File: src/rtl/lmx_pkg.sv
// Shared types and constants for the Lamport mutual exclusion node.
// Used by every module of the block except lmx_ram; depends on nothing.
`timescale 1ns / 1ps
`default_nettype none

package lmx_pkg;

  localparam int MAX_NODES  = 16;
  localparam int TIME_BITS  = 32;
  localparam int RANK_W     = $clog2(MAX_NODES);
  localparam int CNT_W      = RANK_W + 1;
  localparam int KIND_W     = 3;
  localparam int MSG_W      = 2;
  localparam int CFG_IDX_W  = 1;
  localparam int CFG_DATA_W = CNT_W;
  localparam int QUEUE_DEPTH = 2;
  localparam int QPTR_W     = $clog2(QUEUE_DEPTH);
  localparam int QCNT_W     = QPTR_W + 1;

  // event kinds on the input
  localparam logic [KIND_W-1:0] KIND_LREQ = 3'd0;
  localparam logic [KIND_W-1:0] KIND_LREL = 3'd1;
  localparam logic [KIND_W-1:0] KIND_PREQ = 3'd2;
  localparam logic [KIND_W-1:0] KIND_PREL = 3'd3;
  localparam logic [KIND_W-1:0] KIND_POK  = 3'd4;

  // outgoing message types
  localparam logic [MSG_W-1:0] MSG_REQ = 2'd0;
  localparam logic [MSG_W-1:0] MSG_REL = 2'd1;
  localparam logic [MSG_W-1:0] MSG_OK  = 2'd2;

  // configuration register indexes
  localparam logic [CFG_IDX_W-1:0] CFG_MY_RANK    = 1'b0;
  localparam logic [CFG_IDX_W-1:0] CFG_NODE_COUNT = 1'b1;

  typedef enum logic [2:0] {
    OP_NOP,
    OP_LREQ,
    OP_LREL,
    OP_PREQ,
    OP_PREL,
    OP_POK
  } op_e;

  typedef struct packed {
    op_e                  code;
    logic [RANK_W-1:0]    peer;
    logic [TIME_BITS-1:0] ptime;
  } op_t;

  typedef struct packed {
    logic [RANK_W-1:0] my_rank;
    logic [CNT_W-1:0]  eff_m1;   // effective node count minus one
  } cfg_t;

  typedef struct packed {
    logic                 valid;
    logic [MSG_W-1:0]     kind;
    logic                 all;
    logic [RANK_W-1:0]    dest;
    logic [TIME_BITS-1:0] stime;
    logic                 granted;
  } res_t;

endpackage

`default_nettype wire

File: src/rtl/lmx_ram.sv
// Generic single-write, single-read RAM with registered read data.
// No dependencies.
`timescale 1ns / 1ps
`default_nettype none

module lmx_ram #(
  parameter int WIDTH = 32,
  parameter int DEPTH = 16,
  parameter int AW    = $clog2(DEPTH)
) (
  input  wire logic             clk_i,
  input  wire logic             we_i,
  input  wire logic [AW-1:0]    waddr_i,
  input  wire logic [WIDTH-1:0] wdata_i,
  input  wire logic [AW-1:0]    raddr_i,
  output logic      [WIDTH-1:0] rdata_o
);

  logic [WIDTH-1:0] mem_q [DEPTH];

  always_ff @(posedge clk_i) begin
    if (we_i) begin
      mem_q[waddr_i] <= wdata_i;
    end
    rdata_o <= mem_q[raddr_i];
  end

endmodule

`default_nettype wire

File: src/rtl/lmx_front.sv
// Front end: configuration registers and event classification.
// Depends on lmx_pkg.
`timescale 1ns / 1ps
`default_nettype none

module lmx_front (
  input  wire logic                               clk_i,
  input  wire logic                               rst_ni,
  input  wire logic                               cfg_we_i,
  input  wire logic [lmx_pkg::CFG_IDX_W-1:0]      cfg_idx_i,
  input  wire logic [lmx_pkg::CFG_DATA_W-1:0]     cfg_data_i,
  input  wire logic                               push,
  input  wire logic [lmx_pkg::KIND_W-1:0]         kind_i,
  input  wire logic [lmx_pkg::RANK_W-1:0]         peer_i,
  input  wire logic [lmx_pkg::TIME_BITS-1:0]      peer_time_i,
  output logic                                    q_push_o,
  output lmx_pkg::op_t                            q_data_o,
  output lmx_pkg::cfg_t                           cfg_o
);

  logic [lmx_pkg::RANK_W-1:0] my_rank_q;
  logic [lmx_pkg::CNT_W-1:0]  node_count_q;
  logic [lmx_pkg::CNT_W-1:0]  eff_m1;
  logic                       peer_ok;

  always_ff @(posedge clk_i or negedge rst_ni) begin
    if (!rst_ni) begin
      my_rank_q    <= '0;
      node_count_q <= lmx_pkg::CNT_W'(1);
    end else if (cfg_we_i) begin
      unique case (cfg_idx_i)
        lmx_pkg::CFG_MY_RANK:    my_rank_q    <= cfg_data_i[lmx_pkg::RANK_W-1:0];
        lmx_pkg::CFG_NODE_COUNT: node_count_q <= cfg_data_i[lmx_pkg::CNT_W-1:0];
        default: ;
      endcase
    end
  end

  // node count 0 acts as 1, anything above the table size as the table size
  always_comb begin
    if (node_count_q == '0) begin
      eff_m1 = '0;
    end else if (node_count_q > lmx_pkg::CNT_W'(lmx_pkg::MAX_NODES)) begin
      eff_m1 = lmx_pkg::CNT_W'(lmx_pkg::MAX_NODES - 1);
    end else begin
      eff_m1 = node_count_q - lmx_pkg::CNT_W'(1);
    end
  end

  assign peer_ok = (peer_i != my_rank_q) && ({1'b0, peer_i} <= eff_m1);

  always_comb begin
    q_data_o.peer  = peer_i;
    q_data_o.ptime = peer_time_i;
    unique case (kind_i)
      lmx_pkg::KIND_LREQ: q_data_o.code = lmx_pkg::OP_LREQ;
      lmx_pkg::KIND_LREL: q_data_o.code = lmx_pkg::OP_LREL;
      lmx_pkg::KIND_PREQ: q_data_o.code = peer_ok ? lmx_pkg::OP_PREQ : lmx_pkg::OP_NOP;
      lmx_pkg::KIND_PREL: q_data_o.code = peer_ok ? lmx_pkg::OP_PREL : lmx_pkg::OP_NOP;
      lmx_pkg::KIND_POK:  q_data_o.code = peer_ok ? lmx_pkg::OP_POK  : lmx_pkg::OP_NOP;
      default:            q_data_o.code = lmx_pkg::OP_NOP;
    endcase
  end

  assign q_push_o       = push;
  assign cfg_o.my_rank  = my_rank_q;
  assign cfg_o.eff_m1   = eff_m1;

endmodule

`default_nettype wire

File: src/rtl/lmx_queue.sv
// Short FIFO of classified events between front end and back end.
// Depends on lmx_pkg.
`timescale 1ns / 1ps
`default_nettype none

module lmx_queue (
  input  wire logic         clk_i,
  input  wire logic         rst_ni,
  input  wire logic         push_i,
  input  lmx_pkg::op_t      data_i,
  output logic              full_o,
  input  wire logic         pop_i,
  output lmx_pkg::op_t      head_o,
  output logic              empty_o
);

  lmx_pkg::op_t               slot_q [lmx_pkg::QUEUE_DEPTH];
  logic [lmx_pkg::QPTR_W-1:0] wr_ptr_q;
  logic [lmx_pkg::QPTR_W-1:0] rd_ptr_q;
  logic [lmx_pkg::QCNT_W-1:0] count_q;
  logic                       do_push;
  logic                       do_pop;

  assign full_o  = (count_q == lmx_pkg::QCNT_W'(lmx_pkg::QUEUE_DEPTH));
  assign empty_o = (count_q == '0);
  assign do_push = push_i && !full_o;
  assign do_pop  = pop_i && !empty_o;
  assign head_o  = slot_q[rd_ptr_q];

  always_ff @(posedge clk_i) begin
    if (do_push) begin
      slot_q[wr_ptr_q] <= data_i;
    end
  end

  always_ff @(posedge clk_i or negedge rst_ni) begin
    if (!rst_ni) begin
      wr_ptr_q <= '0;
      rd_ptr_q <= '0;
      count_q  <= '0;
    end else begin
      if (do_push) begin
        wr_ptr_q <= wr_ptr_q + lmx_pkg::QPTR_W'(1);
      end
      if (do_pop) begin
        rd_ptr_q <= rd_ptr_q + lmx_pkg::QPTR_W'(1);
      end
      if (do_push && !do_pop) begin
        count_q <= count_q + lmx_pkg::QCNT_W'(1);
      end else if (do_pop && !do_push) begin
        count_q <= count_q - lmx_pkg::QCNT_W'(1);
      end
    end
  end

endmodule

`default_nettype wire

File: src/rtl/lmx_back.sv
// Back end: request table, logical clock, grant scan and result register.
// Depends on lmx_pkg and lmx_ram.
`timescale 1ns / 1ps
`default_nettype none

module lmx_back (
  input  wire logic     clk_i,
  input  wire logic     rst_ni,
  input  lmx_pkg::cfg_t cfg_i,
  input  lmx_pkg::op_t  q_head_i,
  input  wire logic     q_empty_i,
  output logic          q_pop_o,
  output lmx_pkg::res_t res_o,
  output logic          res_valid_o,
  input  wire logic     res_pop_i
);

  localparam int RW = lmx_pkg::RANK_W;
  localparam int TW = lmx_pkg::TIME_BITS;
  localparam int OW = lmx_pkg::CNT_W;

  typedef enum logic [2:0] {
    ST_IDLE,
    ST_EXEC,
    ST_OWN_RD,
    ST_OWN_LAT,
    ST_SCAN
  } state_e;

  state_e                       state_q;
  lmx_pkg::op_t                 op_q;
  logic [lmx_pkg::MAX_NODES-1:0] pend_q, pend_d;
  logic [TW-1:0]                clock_q, clock_d;
  logic [TW-1:0]                hs_q, hs_d;
  logic [OW-1:0]                ok_q, ok_d;
  logic                         waiting_q, waiting_d;
  lmx_pkg::res_t                res_q, res_d;
  lmx_pkg::res_t                out_q;
  logic                         out_valid_q;
  logic [TW-1:0]                own_t_q;
  logic [OW-1:0]                cnt_q;
  logic                         rv_q;
  logic [RW-1:0]                ridx_q;
  logic                         lose_q;

  logic [RW-1:0] own;
  logic          accepted;
  logic          cand;
  logic          wr_en;
  logic [RW-1:0] wr_addr;
  logic [TW-1:0] wr_data;
  logic [TW-1:0] rel_next;
  logic [RW-1:0] rd_addr;
  logic [TW-1:0] rd_data;
  logic          hit;
  logic          scan_done;
  logic          lose_all;
  lmx_pkg::res_t grant_res;

  assign own = cfg_i.my_rank;

  // state update for the event at the back end
  always_comb begin
    clock_d   = clock_q;
    hs_d      = hs_q;
    ok_d      = ok_q;
    waiting_d = waiting_q;
    pend_d    = pend_q;
    res_d     = '0;
    wr_en     = 1'b0;
    wr_addr   = own;
    wr_data   = clock_q;
    accepted  = 1'b0;
    rel_next  = hs_q + TW'(1);
    unique case (op_q.code) inside
      lmx_pkg::OP_LREQ: begin
        if (!pend_q[own]) begin
          clock_d       = clock_q + TW'(1);
          pend_d[own]   = 1'b1;
          wr_en         = 1'b1;
          wr_data       = clock_d;
          ok_d          = '0;
          waiting_d     = 1'b1;
          res_d.valid   = 1'b1;
          res_d.kind    = lmx_pkg::MSG_REQ;
          res_d.all     = 1'b1;
          res_d.stime   = clock_d;
          accepted      = 1'b1;
        end
      end
      lmx_pkg::OP_LREL: begin
        if (pend_q[own] && !waiting_q) begin
          pend_d[own]   = 1'b0;
          res_d.valid   = 1'b1;
          res_d.kind    = lmx_pkg::MSG_REL;
          res_d.all     = 1'b1;
          res_d.stime   = clock_q;
          if (rel_next > clock_q) begin
            clock_d = rel_next;
          end
          accepted      = 1'b1;
        end
      end
      lmx_pkg::OP_PREQ, lmx_pkg::OP_PREL, lmx_pkg::OP_POK: begin
        if (op_q.ptime > hs_q) begin
          hs_d = op_q.ptime;
        end
        if (op_q.code == lmx_pkg::OP_PREQ) begin
          pend_d[op_q.peer] = 1'b1;
          wr_en             = 1'b1;
          wr_addr           = op_q.peer;
          wr_data           = op_q.ptime;
          res_d.valid       = 1'b1;
          res_d.kind        = lmx_pkg::MSG_OK;
          res_d.dest        = op_q.peer;
          res_d.stime       = clock_q;
        end else if (op_q.code == lmx_pkg::OP_PREL) begin
          pend_d[op_q.peer] = 1'b0;
        end else if (ok_q != '1) begin
          ok_d = ok_q + OW'(1);
        end
        accepted = 1'b1;
      end
      default: ;
    endcase
    cand = accepted && waiting_d && (ok_d == cfg_i.eff_m1) && pend_d[own];
  end

  assign rd_addr = (state_q == ST_SCAN) ? cnt_q[RW-1:0] : own;

  lmx_ram #(
    .WIDTH (TW),
    .DEPTH (lmx_pkg::MAX_NODES)
  ) u_time_ram (
    .clk_i   (clk_i),
    .we_i    (wr_en && (state_q == ST_EXEC)),
    .waddr_i (wr_addr),
    .wdata_i (wr_data),
    .raddr_i (rd_addr),
    .rdata_o (rd_data)
  );

  // another pending entry ordered before ours by (time, rank)
  assign hit = rv_q && pend_q[ridx_q] && (ridx_q != own) &&
               ((rd_data < own_t_q) || ((rd_data == own_t_q) && (ridx_q < own)));
  assign scan_done = (state_q == ST_SCAN) && cnt_q[RW] && rv_q;
  assign lose_all  = lose_q || hit;

  always_comb begin
    grant_res         = res_q;
    grant_res.granted = !lose_all;
  end

  assign q_pop_o = (state_q == ST_IDLE) && !q_empty_i && !out_valid_q;

  always_ff @(posedge clk_i or negedge rst_ni) begin
    if (!rst_ni) begin
      state_q     <= ST_IDLE;
      op_q        <= '0;
      pend_q      <= '0;
      clock_q     <= '0;
      hs_q        <= '0;
      ok_q        <= '0;
      waiting_q   <= 1'b0;
      res_q       <= '0;
      out_q       <= '0;
      out_valid_q <= 1'b0;
      own_t_q     <= '0;
      cnt_q       <= '0;
      rv_q        <= 1'b0;
      ridx_q      <= '0;
      lose_q      <= 1'b0;
    end else begin
      if (res_pop_i && out_valid_q) begin
        out_valid_q <= 1'b0;
      end
      unique case (state_q)
        ST_IDLE: begin
          if (q_pop_o) begin
            op_q    <= q_head_i;
            state_q <= ST_EXEC;
          end
        end
        ST_EXEC: begin
          clock_q   <= clock_d;
          hs_q      <= hs_d;
          ok_q      <= ok_d;
          waiting_q <= waiting_d;
          pend_q    <= pend_d;
          res_q     <= res_d;
          if (cand) begin
            state_q <= ST_OWN_RD;
          end else begin
            out_q       <= res_d;
            out_valid_q <= 1'b1;
            state_q     <= ST_IDLE;
          end
        end
        ST_OWN_RD: begin
          state_q <= ST_OWN_LAT;
        end
        ST_OWN_LAT: begin
          own_t_q <= rd_data;
          cnt_q   <= '0;
          rv_q    <= 1'b0;
          lose_q  <= 1'b0;
          state_q <= ST_SCAN;
        end
        ST_SCAN: begin
          if (!cnt_q[RW]) begin
            rv_q   <= 1'b1;
            ridx_q <= cnt_q[RW-1:0];
            cnt_q  <= cnt_q + OW'(1);
          end else begin
            rv_q <= 1'b0;
          end
          if (hit) begin
            lose_q <= 1'b1;
          end
          if (scan_done) begin
            out_q         <= grant_res;
            waiting_q     <= lose_all;
            out_valid_q   <= 1'b1;
            state_q       <= ST_IDLE;
          end
        end
        default: state_q <= ST_IDLE;
      endcase
    end
  end

  assign res_o       = out_q;
  assign res_valid_o = out_valid_q;

  // the back end only works on an event while the result slot is free
  a_slot_free: assert property (@(posedge clk_i) disable iff (!rst_ni)
    (state_q != ST_IDLE) |-> !out_valid_q)
    else $error("back end busy while result slot occupied");

  // a grant always clears the waiting flag
  a_grant_clears: assert property (@(posedge clk_i) disable iff (!rst_ni)
    (scan_done && !lose_all) |=> !waiting_q)
    else $error("waiting still set after grant");

  // a granted node holds its own request entry
  a_grant_pending: assert property (@(posedge clk_i) disable iff (!rst_ni)
    (out_valid_q && out_q.granted) |-> pend_q[own] || !$stable(out_q))
    else $error("grant without own pending entry");

  // no message means an all-zero message word
  a_idle_msg: assert property (@(posedge clk_i) disable iff (!rst_ni)
    (out_valid_q && !out_q.valid) |-> (out_q.stime == '0) && (out_q.kind == lmx_pkg::MSG_REQ)
      && !out_q.all && (out_q.dest == '0))
    else $error("message fields set without a message");

endmodule

`default_nettype wire

File: src/rtl/lamport_mutex_node.sv
// Top level of one Lamport mutual exclusion node.
// Depends on lmx_pkg, lmx_front, lmx_queue and lmx_back.
`timescale 1ns / 1ps
`default_nettype none

// Every accepted event yields exactly one result item, in order. Events enter
// a two-item queue (full rises when it holds two); the back end then takes
// one event at a time. An event that cannot lead to a grant is moved from the
// queue head into the op register and its result is written from the execute
// state. When the node is waiting, has all OKs and its own entry is pending,
// the back end scans the 16-entry timestamp RAM one entry per cycle through
// its single registered read port before it writes the result.
// The back end starts the next event only once the result register is empty.
// Configuration writes take effect at once and are meant for an idle node.
module lamport_mutex_node (
  input  wire logic                            clk_i,
  input  wire logic                            rst_ni,
  input  wire logic                            cfg_we_i,
  input  wire logic [lmx_pkg::CFG_IDX_W-1:0]   cfg_idx_i,
  input  wire logic [lmx_pkg::CFG_DATA_W-1:0]  cfg_data_i,
  input  wire logic                            push,
  output logic                                 full,
  input  wire logic [lmx_pkg::KIND_W-1:0]      kind_i,
  input  wire logic [lmx_pkg::RANK_W-1:0]      peer_i,
  input  wire logic [lmx_pkg::TIME_BITS-1:0]   peer_time_i,
  output logic                                 empty,
  input  wire logic                            pop,
  output logic                                 send_valid_o,
  output logic [lmx_pkg::MSG_W-1:0]            send_kind_o,
  output logic                                 send_all_o,
  output logic [lmx_pkg::RANK_W-1:0]           send_dest_o,
  output logic [lmx_pkg::TIME_BITS-1:0]        send_time_o,
  output logic                                 granted_o
);

  lmx_pkg::cfg_t cfg;
  lmx_pkg::op_t  q_in;
  lmx_pkg::op_t  q_head;
  lmx_pkg::res_t res;
  logic          q_push;
  logic          q_pop;
  logic          q_empty;
  logic          res_valid;

  lmx_front u_front (
    .clk_i       (clk_i),
    .rst_ni      (rst_ni),
    .cfg_we_i    (cfg_we_i),
    .cfg_idx_i   (cfg_idx_i),
    .cfg_data_i  (cfg_data_i),
    .push        (push),
    .kind_i      (kind_i),
    .peer_i      (peer_i),
    .peer_time_i (peer_time_i),
    .q_push_o    (q_push),
    .q_data_o    (q_in),
    .cfg_o       (cfg)
  );

  lmx_queue u_queue (
    .clk_i   (clk_i),
    .rst_ni  (rst_ni),
    .push_i  (q_push),
    .data_i  (q_in),
    .full_o  (full),
    .pop_i   (q_pop),
    .head_o  (q_head),
    .empty_o (q_empty)
  );

  lmx_back u_back (
    .clk_i       (clk_i),
    .rst_ni      (rst_ni),
    .cfg_i       (cfg),
    .q_head_i    (q_head),
    .q_empty_i   (q_empty),
    .q_pop_o     (q_pop),
    .res_o       (res),
    .res_valid_o (res_valid),
    .res_pop_i   (pop)
  );

  assign empty        = !res_valid;
  assign send_valid_o = res.valid;
  assign send_kind_o  = res.kind;
  assign send_all_o   = res.all;
  assign send_dest_o  = res.dest;
  assign send_time_o  = res.stime;
  assign granted_o    = res.granted;

endmodule

`default_nettype wire

File: config.mk
export PLATFORM = sky130hd
export DESIGN_NAME = lamport_mutex_node
export DESIGN_NICKNAME = d
export VERILOG_FILES = /design/src/rtl/lmx_pkg.sv /design/src/rtl/lmx_ram.sv /design/src/rtl/lmx_front.sv /design/src/rtl/lmx_queue.sv /design/src/rtl/lmx_back.sv /design/src/rtl/lamport_mutex_node.sv
export SDC_FILE = /design/constraint.sdc
export NUM_CORES = 2
export LEC_CHECK = 0
export ABC_AREA = 1
export BUFFER_PORTS_ARGS = -buffer_cell sky130_fd_sc_hd__buf_2
export CAP_MARGIN = 20
export CORE_UTILIZATION = 55
export DETAILED_ROUTE_END_ITERATION = 6
export GPL_ROUTABILITY_DRIVEN = 0
export PLACE_DENSITY = 0.71
export SYNTH_ARGS = -nofsm -noshare
export SYNTH_HDL_FRONTEND = slang
export SYNTH_SLANG_ARGS = --single-unit
File: constraint.sdc
create_clock -name clk_i -period 5.5 [get_ports clk_i]
set_clock_uncertainty 0.2 [all_clocks]
set_input_delay 0.825 -clock clk_i [delete_from_list [all_inputs] [get_ports clk_i]]
set_output_delay 0.825 -clock clk_i [all_outputs]
set_load 0.02 [all_outputs]
### Word-level counts from Yosys, hierarchy flattened

Memories as Yosys holds them, arrays and structs flattened. A register that Yosys moved wholly into a read port is not among the register bits.
Cells that the tools add are included.

| word-level totals | value |
|---|---|
| flip-flop bits (word level) | 227 |
| memories | 2 |
| memory bits (writable) | 590 |
| logic and storage cells | 213 |
| output and inout port bits | 43 |
| bits of input ports | 50 |

Memory list:

| memory | words | bits a word | read ports | clocked after Yosys merged registers in | write ports | RTL line | source |
|---|---|---|---|---|---|---|---|
| u_back.u_time_ram.mem_q | 16 | 32 | 1 | 1 | 1 | lmx_ram.sv:19 | `logic [WIDTH-1:0] mem_q [DEPTH];` |
| u_queue.slot_q | 2 | 39 | 1 | 1 | 1 | lmx_queue.sv:17 | `lmx_pkg::op_t slot_q [lmx_pkg::QUEUE_DEPTH];` |

| operators by class | value |
|---|---|
| mux-type cells | 77 |
| add/subtract/negate cells | 9 |
| equal/unequal tests | 26 |
| $lt $le $gt $ge | 11 |
| bitwise gates (word level) | 8 |
| reduce and logical (&&, ||, !) cells | 51 |

Operators by type and width:

| cell | count |
|---|---|
| two-way mux 32 bit | 6 |
| case mux 32 bit (2 select lines) | 2 |
| case mux 32 bit (3 select lines) | 1 |
| two-way mux 41 bit | 2 |
| case mux 41 bit (2 select lines) | 1 |
| adder 32 x 1 -> 32 bit, second input constant | 2 |
| > comparator 32 bit | 2 |
| two-way mux 16 bit | 4 |
| case mux 16 bit (3 select lines) | 1 |
| two-way mux 36 bit | 1 |
| two-way mux 5 bit | 7 |
| AND 16 bit | 2 |
| == test 32 bit | 1 |
| < comparator 32 bit | 1 |
| NOT 16 bit | 2 |
| bitwise OR 16 bit | 2 |
| case mux 3 bit (5 select lines) | 2 |
| two-way mux 4 bit | 6 |
| logical AND 1 bit | 21 |
| two-way mux 1 bit | 20 |
| case mux 5 bit (2 select lines) | 2 |
| == test 3 x 2 -> 1 bit, second input constant | 6 |
| AND reduction 2 bit | 8 |
| < comparator 4 x 5 -> 1 bit, second input constant | 3 |
| 34 further kinds | 77 |

### Logic depth before layout (Yosys ltp)

| logic depth | value |
|---|---|
| word-level depth | 14 |
| gate-level depth with buffers | 30 |
| mapped depth without buffers | 29 |

### Cells and area by module

Synthesis repeated with hierarchy kept, for this count alone.

| second synthesis, totals | value |
|---|---|
| cell total of the unflattened synthesis | 5026 |
| area, all modules | 44143.6 µm² |

By module, submodules not included:

| module | cells each | times used | area each (µm²) | seq. area each (µm²) |
|---|---|---|---|---|
| lmx_ram | 2120 | 1 | 22730.6 | 16015.4 |
| lmx_back | 2526 | 1 | 17324.1 | 6331.1 |
| lmx_queue | 236 | 1 | 3070.4 | 2442.3 |
| lmx_front | 143 | 1 | 1014.7 | 226.5 |
| lamport_mutex_node | 1 | 1 | 3.8 | 0.0 |

### Worst setup path after synthesis

Ideal clock, no wire load.

| path | value |
|---|---|
| path type | reg-to-reg |
| from | register u_back.hs_q[0] |
| to | register u_back.clock_q[9] |
| cell stages (with the launch flop) | 31 |
| data required time | 5.216 ns |
| slack | 1.329 ns |
| library setup time | 0.084 ns |
| data arrival time | 3.888 ns |
| clock period less this slack | 4.171 ns |
| buffers on the path | 1 |
| path through | dfrtp_1 ha_1 nand2_1 nor2_1 nand3_1 nor2_1 nand3_1 nor2_1 inv_1 nor2_1 nand3_1 or2_2 nor2_1 nand3_1 nor2_1 nand2_1 nand2_1 inv_1 ha_1 nand2_1 nor3_1 inv_1 nor4_1 a211oi_1 a21o_1 nand2_1 nand2_1 inv_1 buf_1 nand2_1 o21ai_0 |

| between the ends | value |
|---|---|
| word-level cells in the longest chain between the ends | 4 |
| elaborated cells between the ends (all ways) | 7 |
| those cells by class | 1 x add/sub; 1 x order compare; 1 x eq/ne; 3 x mux; 1 x reduce/logical |

Ends and longest elaborated chain:

| what | RTL line | source |
|---|---|---|
| start, declared | lmx_back.sv:34 | `logic [TW-1:0] hs_q, hs_d;` |
| start signal, assigned | lmx_back.sv:186 | `hs_q <= hs_d;` |
| adder 32 x 1 -> 32 bit (*) | lmx_back.sv:74 | `rel_next = hs_q + TW'(1);` |
| > comparator 32 bit / two-way mux 32 bit (equally long branches) | lmx_back.sv:98 | `if (rel_next > clock_q) begin` |
| inequality test 2 bit (no source line) / two-way mux 32 bit (equally long branches) | - |  |
| AND reduction 4 bit (no source line) / case mux 32 bit (2 select lines) (equally long branches) | - |  |
| end signal, assigned | lmx_back.sv:185 | `clock_q <= clock_d;` |
| end, declared | lmx_back.sv:33 | `logic [TW-1:0] clock_q, clock_d;` |

Mark *: on every way between the ends. The rest lies on a longest branch, timed or not. The select of a mux whose other input is x is not followed.
A chain may end at the register's enable or synchronous reset.

### Final worst setup path

| path | value |
|---|---|
| from | register u_back.hs_q[0] |
| to | register u_back.clock_q[10] |

Same word-level chain as after synthesis.

==> flow_metrics.env <==
export IMPL_layout_commonest_cell="nand2_1"
export IMPL_fillCellCount=5819
export IMPL_worstPathArrival_ns=5.25
export IMPL_relSlewSlack=0.220
export IMPL_setup_tns_ns=0
export IMPL_critPathLaunchType="register"
export IMPL_slowest_delay_ns=0.43
export IMPL_maxCapViolations=0
export IMPL_drt_iter0_markers=3362
export IMPL_cts_hold_buffers=0
export IMPL_multi_input_area_um2=13800
export IMPL_worst_pin_slew_ns=1.17
export IMPL_postSynthAreaPerCell_um2=10.0
export IMPL_power_density_nw_per_um2=468
export IMPL_io_pins=93
export IMPL_cts_resized=0
export IMPL_start_util=0.559
export IMPL_grt_ovfl_total=0
export IMPL_ys_flop_type="edfxtp_1"
export IMPL_min_period_ns=4.95
export IMPL_grt_pass1_vias=29600
export IMPL_htreeDepth=3
export IMPL_antenna_found_initial=0
export IMPL_n_antenna_cell=0
export IMPL_critPathKind="reg -> reg"
export IMPL_routed_wl_mm=108
export IMPL_synth_edf_count=590
export IMPL_fin_nets=4308
export IMPL_cts_tree="built"
export IMPL_cp_data_required_time_ns=5.80
export IMPL_fin_util=0.625
export IMPL_synth_top_area_cell="edfxtp_1"
export IMPL_yosysSeqAreaShare=0.612
export IMPL_drt_antenna_violating_nets=0
export IMPL_cp_slowest_cell="dfrtp_1"
export IMPL_via_count=31000
export IMPL_synthTopCellsByArea="edfxtp_1 43%, dfrtp_1 16%, o21ai_0 7.5%"
export IMPL_die_area_um2=75400
export IMPL_grt_max_degree=233
export IMPL_path_max_fanout=36
export IMPL_cts_path_max_buffers=3
export IMPL_synth_top_area_frac=0.433
export IMPL_clk_pin_slew_worst_paths_ns=0.06
export IMPL_failed_checks="design-rule violations"
export IMPL_hpwl_mm=66.0
export IMPL_ir_worst_vdd_uv=360
export IMPL_cp_end_kind="register"
export IMPL_io_buffers=92
export IMPL_rows=99
export IMPL_track_usage=0.289
export IMPL_syn_area_um2=40900
export IMPL_status="finished with violations"
export IMPL_period_share=0.899
export IMPL_core_area_um2=73200
export IMPL_wl_per_cell_um=20.9
export IMPL_synthesis_nets=4247
export IMPL_hold_viol=0
export IMPL_clockRootBuffer="clkbuf_16"
export IMPL_fp_dieH_um=275
export IMPL_die_width_um=275
export IMPL_fmax_mhz=202
export IMPL_cts_sinks=888
export IMPL_ys_ff_latch=888
export IMPL_cts_setup_buffers=0
export IMPL_regArea_um2=25000
export IMPL_drive_above_1_share=0.0921
export IMPL_synthArstFlopShare=0.300
export IMPL_rsz0062_at_grt="false"
export IMPL_clock_latency_ns=0.65
export IMPL_grt_pass1_wl_mm=168
export IMPL_finalMaxSlewViolations=0
export IMPL_yosysWarnings=0
export IMPL_dr_pass1_iters=7
export IMPL_drc=1
export IMPL_synthCells=4086
export IMPL_setup_violations_final=0
export IMPL_synth_cell_types=56
export IMPL_hp_class="in -> async"
export IMPL_viasPerCell=5.97
export IMPL_cts_buffers=90
export IMPL_p_leak_uw=0.0178
export IMPL_final_cell_mix="801 x nand2_1, 608 x o21ai_0, 590 x edfxtp_1"
export IMPL_synthToLayoutAreaGrowth_pct=11.9
-- area by class of cell --
type / count / area share
clock buffers: 120 / 0.0548
well taps: 959 / 0.0262
clock inverters: 49 / 0.0112
flip-flops and latches: 888 / 0.547
inverters: 368 / 0.0303
multi-input cells: 2614 / 0.302
repair buffers: 185 / 0.0283
-- sequential cells by signal (all words and copies together) (netlist names), 2 cells and up --
signal                     count
u_back.u_time_ram.mem_q      512
u_queue.slot_q                78
u_back.res_o                  41
u_back.grant_res              40
u_back.op_q                   39
u_back.clock_q                32
u_back.hs_q                   32
u_back.own_t_q                32
u_back.u_time_ram.rdata_o     32
u_back.pend_q                 16
u_back.cnt_q                   5
u_back.ok_q                    5
u_front.node_count_q           5
u_back.ridx_q                  4
u_front.my_rank_q              4
u_back.state_q                 3
u_queue.count_q                2
-- kinds of logic (layout without fill, tap and decap cells) --
family,Yosys count,in the layout,share of synthesized area
buffers and inverters,584,722,0.0550
adders and majority gates,111,111,0.0340
muxes,1,1,0.000245
AOI/OAI and AO/OA,1025,1025,0.148
and+or+nand+nor,1434,1434,0.142
DFF,888,888,0.612
xor gates and xnor gates,43,43,0.00921
-- report_power, final --
group	internal (µW)	total (µW)	switching (µW)
Combinational	1810	6240	4430
Clock	3600	6200	2600
Sequential	8390	8940	550
-- through the flow --
stage / std cells / area (µm²) / hold WS, ns / worst slack [ns] / total power, µW
after global routing: 5183 / 45700 / 0.149 / 0.00513 / 22500
after global placement: 5004 / 42700 / 0.249 / 0.773 / 15000
final: 5183 / 45700 / 0.0431 / 0.554 / 21400
after CTS: 5176 / 45700 / 0.117 / 0.651 / 21300
after floorplan: 4086 / 40900 / 0.242 / 1.33 / 13100
after detailed placement: 5007 / 42700 / 0.253 / 0.687 / 15100
-- path summary, 6_finish.rpt --
kind	startpoint	end	slack, ns	depth (start not counted)
worst max-delay path	u_back.hs_q[0]$_DFFE_PN0P_	u_back.clock_q[10]$_DFFE_PN0P_	0.55	29
worst min-delay path	rst_ni	u_back.own_t_q[28]$_DFFE_PN0P_	0.04	1
worst max register to register	u_back.hs_q[0]$_DFFE_PN0P_	u_back.clock_q[10]$_DFFE_PN0P_	0.55	29
worst min register to register	u_back.res_o[35]$_DFFE_PN0P_	u_back.res_o[35]$_DFFE_PN0P_	0.26	2
max in group asynchronous	rst_ni	u_back.op_q[11]$_DFFE_PN0P_	3.89	2
min in group clk_i	peer_time_i[21]	u_queue.slot_q[1][21]$_DFFE_PP_	0.16	1
-- critical path, delay by kind of cell, from the launching register on --
kind,cells,cell delay [ns]
fa+ha+maj,2,0.48
compound gates,3,0.44
simple gates,19,2.61
flops,1,0.43
buf+inv,5,0.62
-- Yosys cell counts (38+ instances only) --
cell        n
nand3_1   144
nor2_1    389
dfrtp_1   265
clkbuf_1  181
o22ai_1    60
a21oi_1    81
inv_1     350
xor2_1     38
o211ai_1   79
edfxtp_1  590
o21ai_0   610
ha_1      111
nand2_1   802
o221ai_1  129
-- metal layers --
| layer | up-vias | global-route usage | wire, µm |
|---|---|---|---|
| li1 | 14400 | - | - |
| met1 | 15000 | 0.397 | 44900 |
| met2 | 1299 | 0.469 | 51000 |
| met3 | 249 | 0.0370 | 8280 |
| met4 | 0 | 0.116 | 4010 |
| met5 | - | 0 | 0 |
Power figures use the tool's default switching activity.
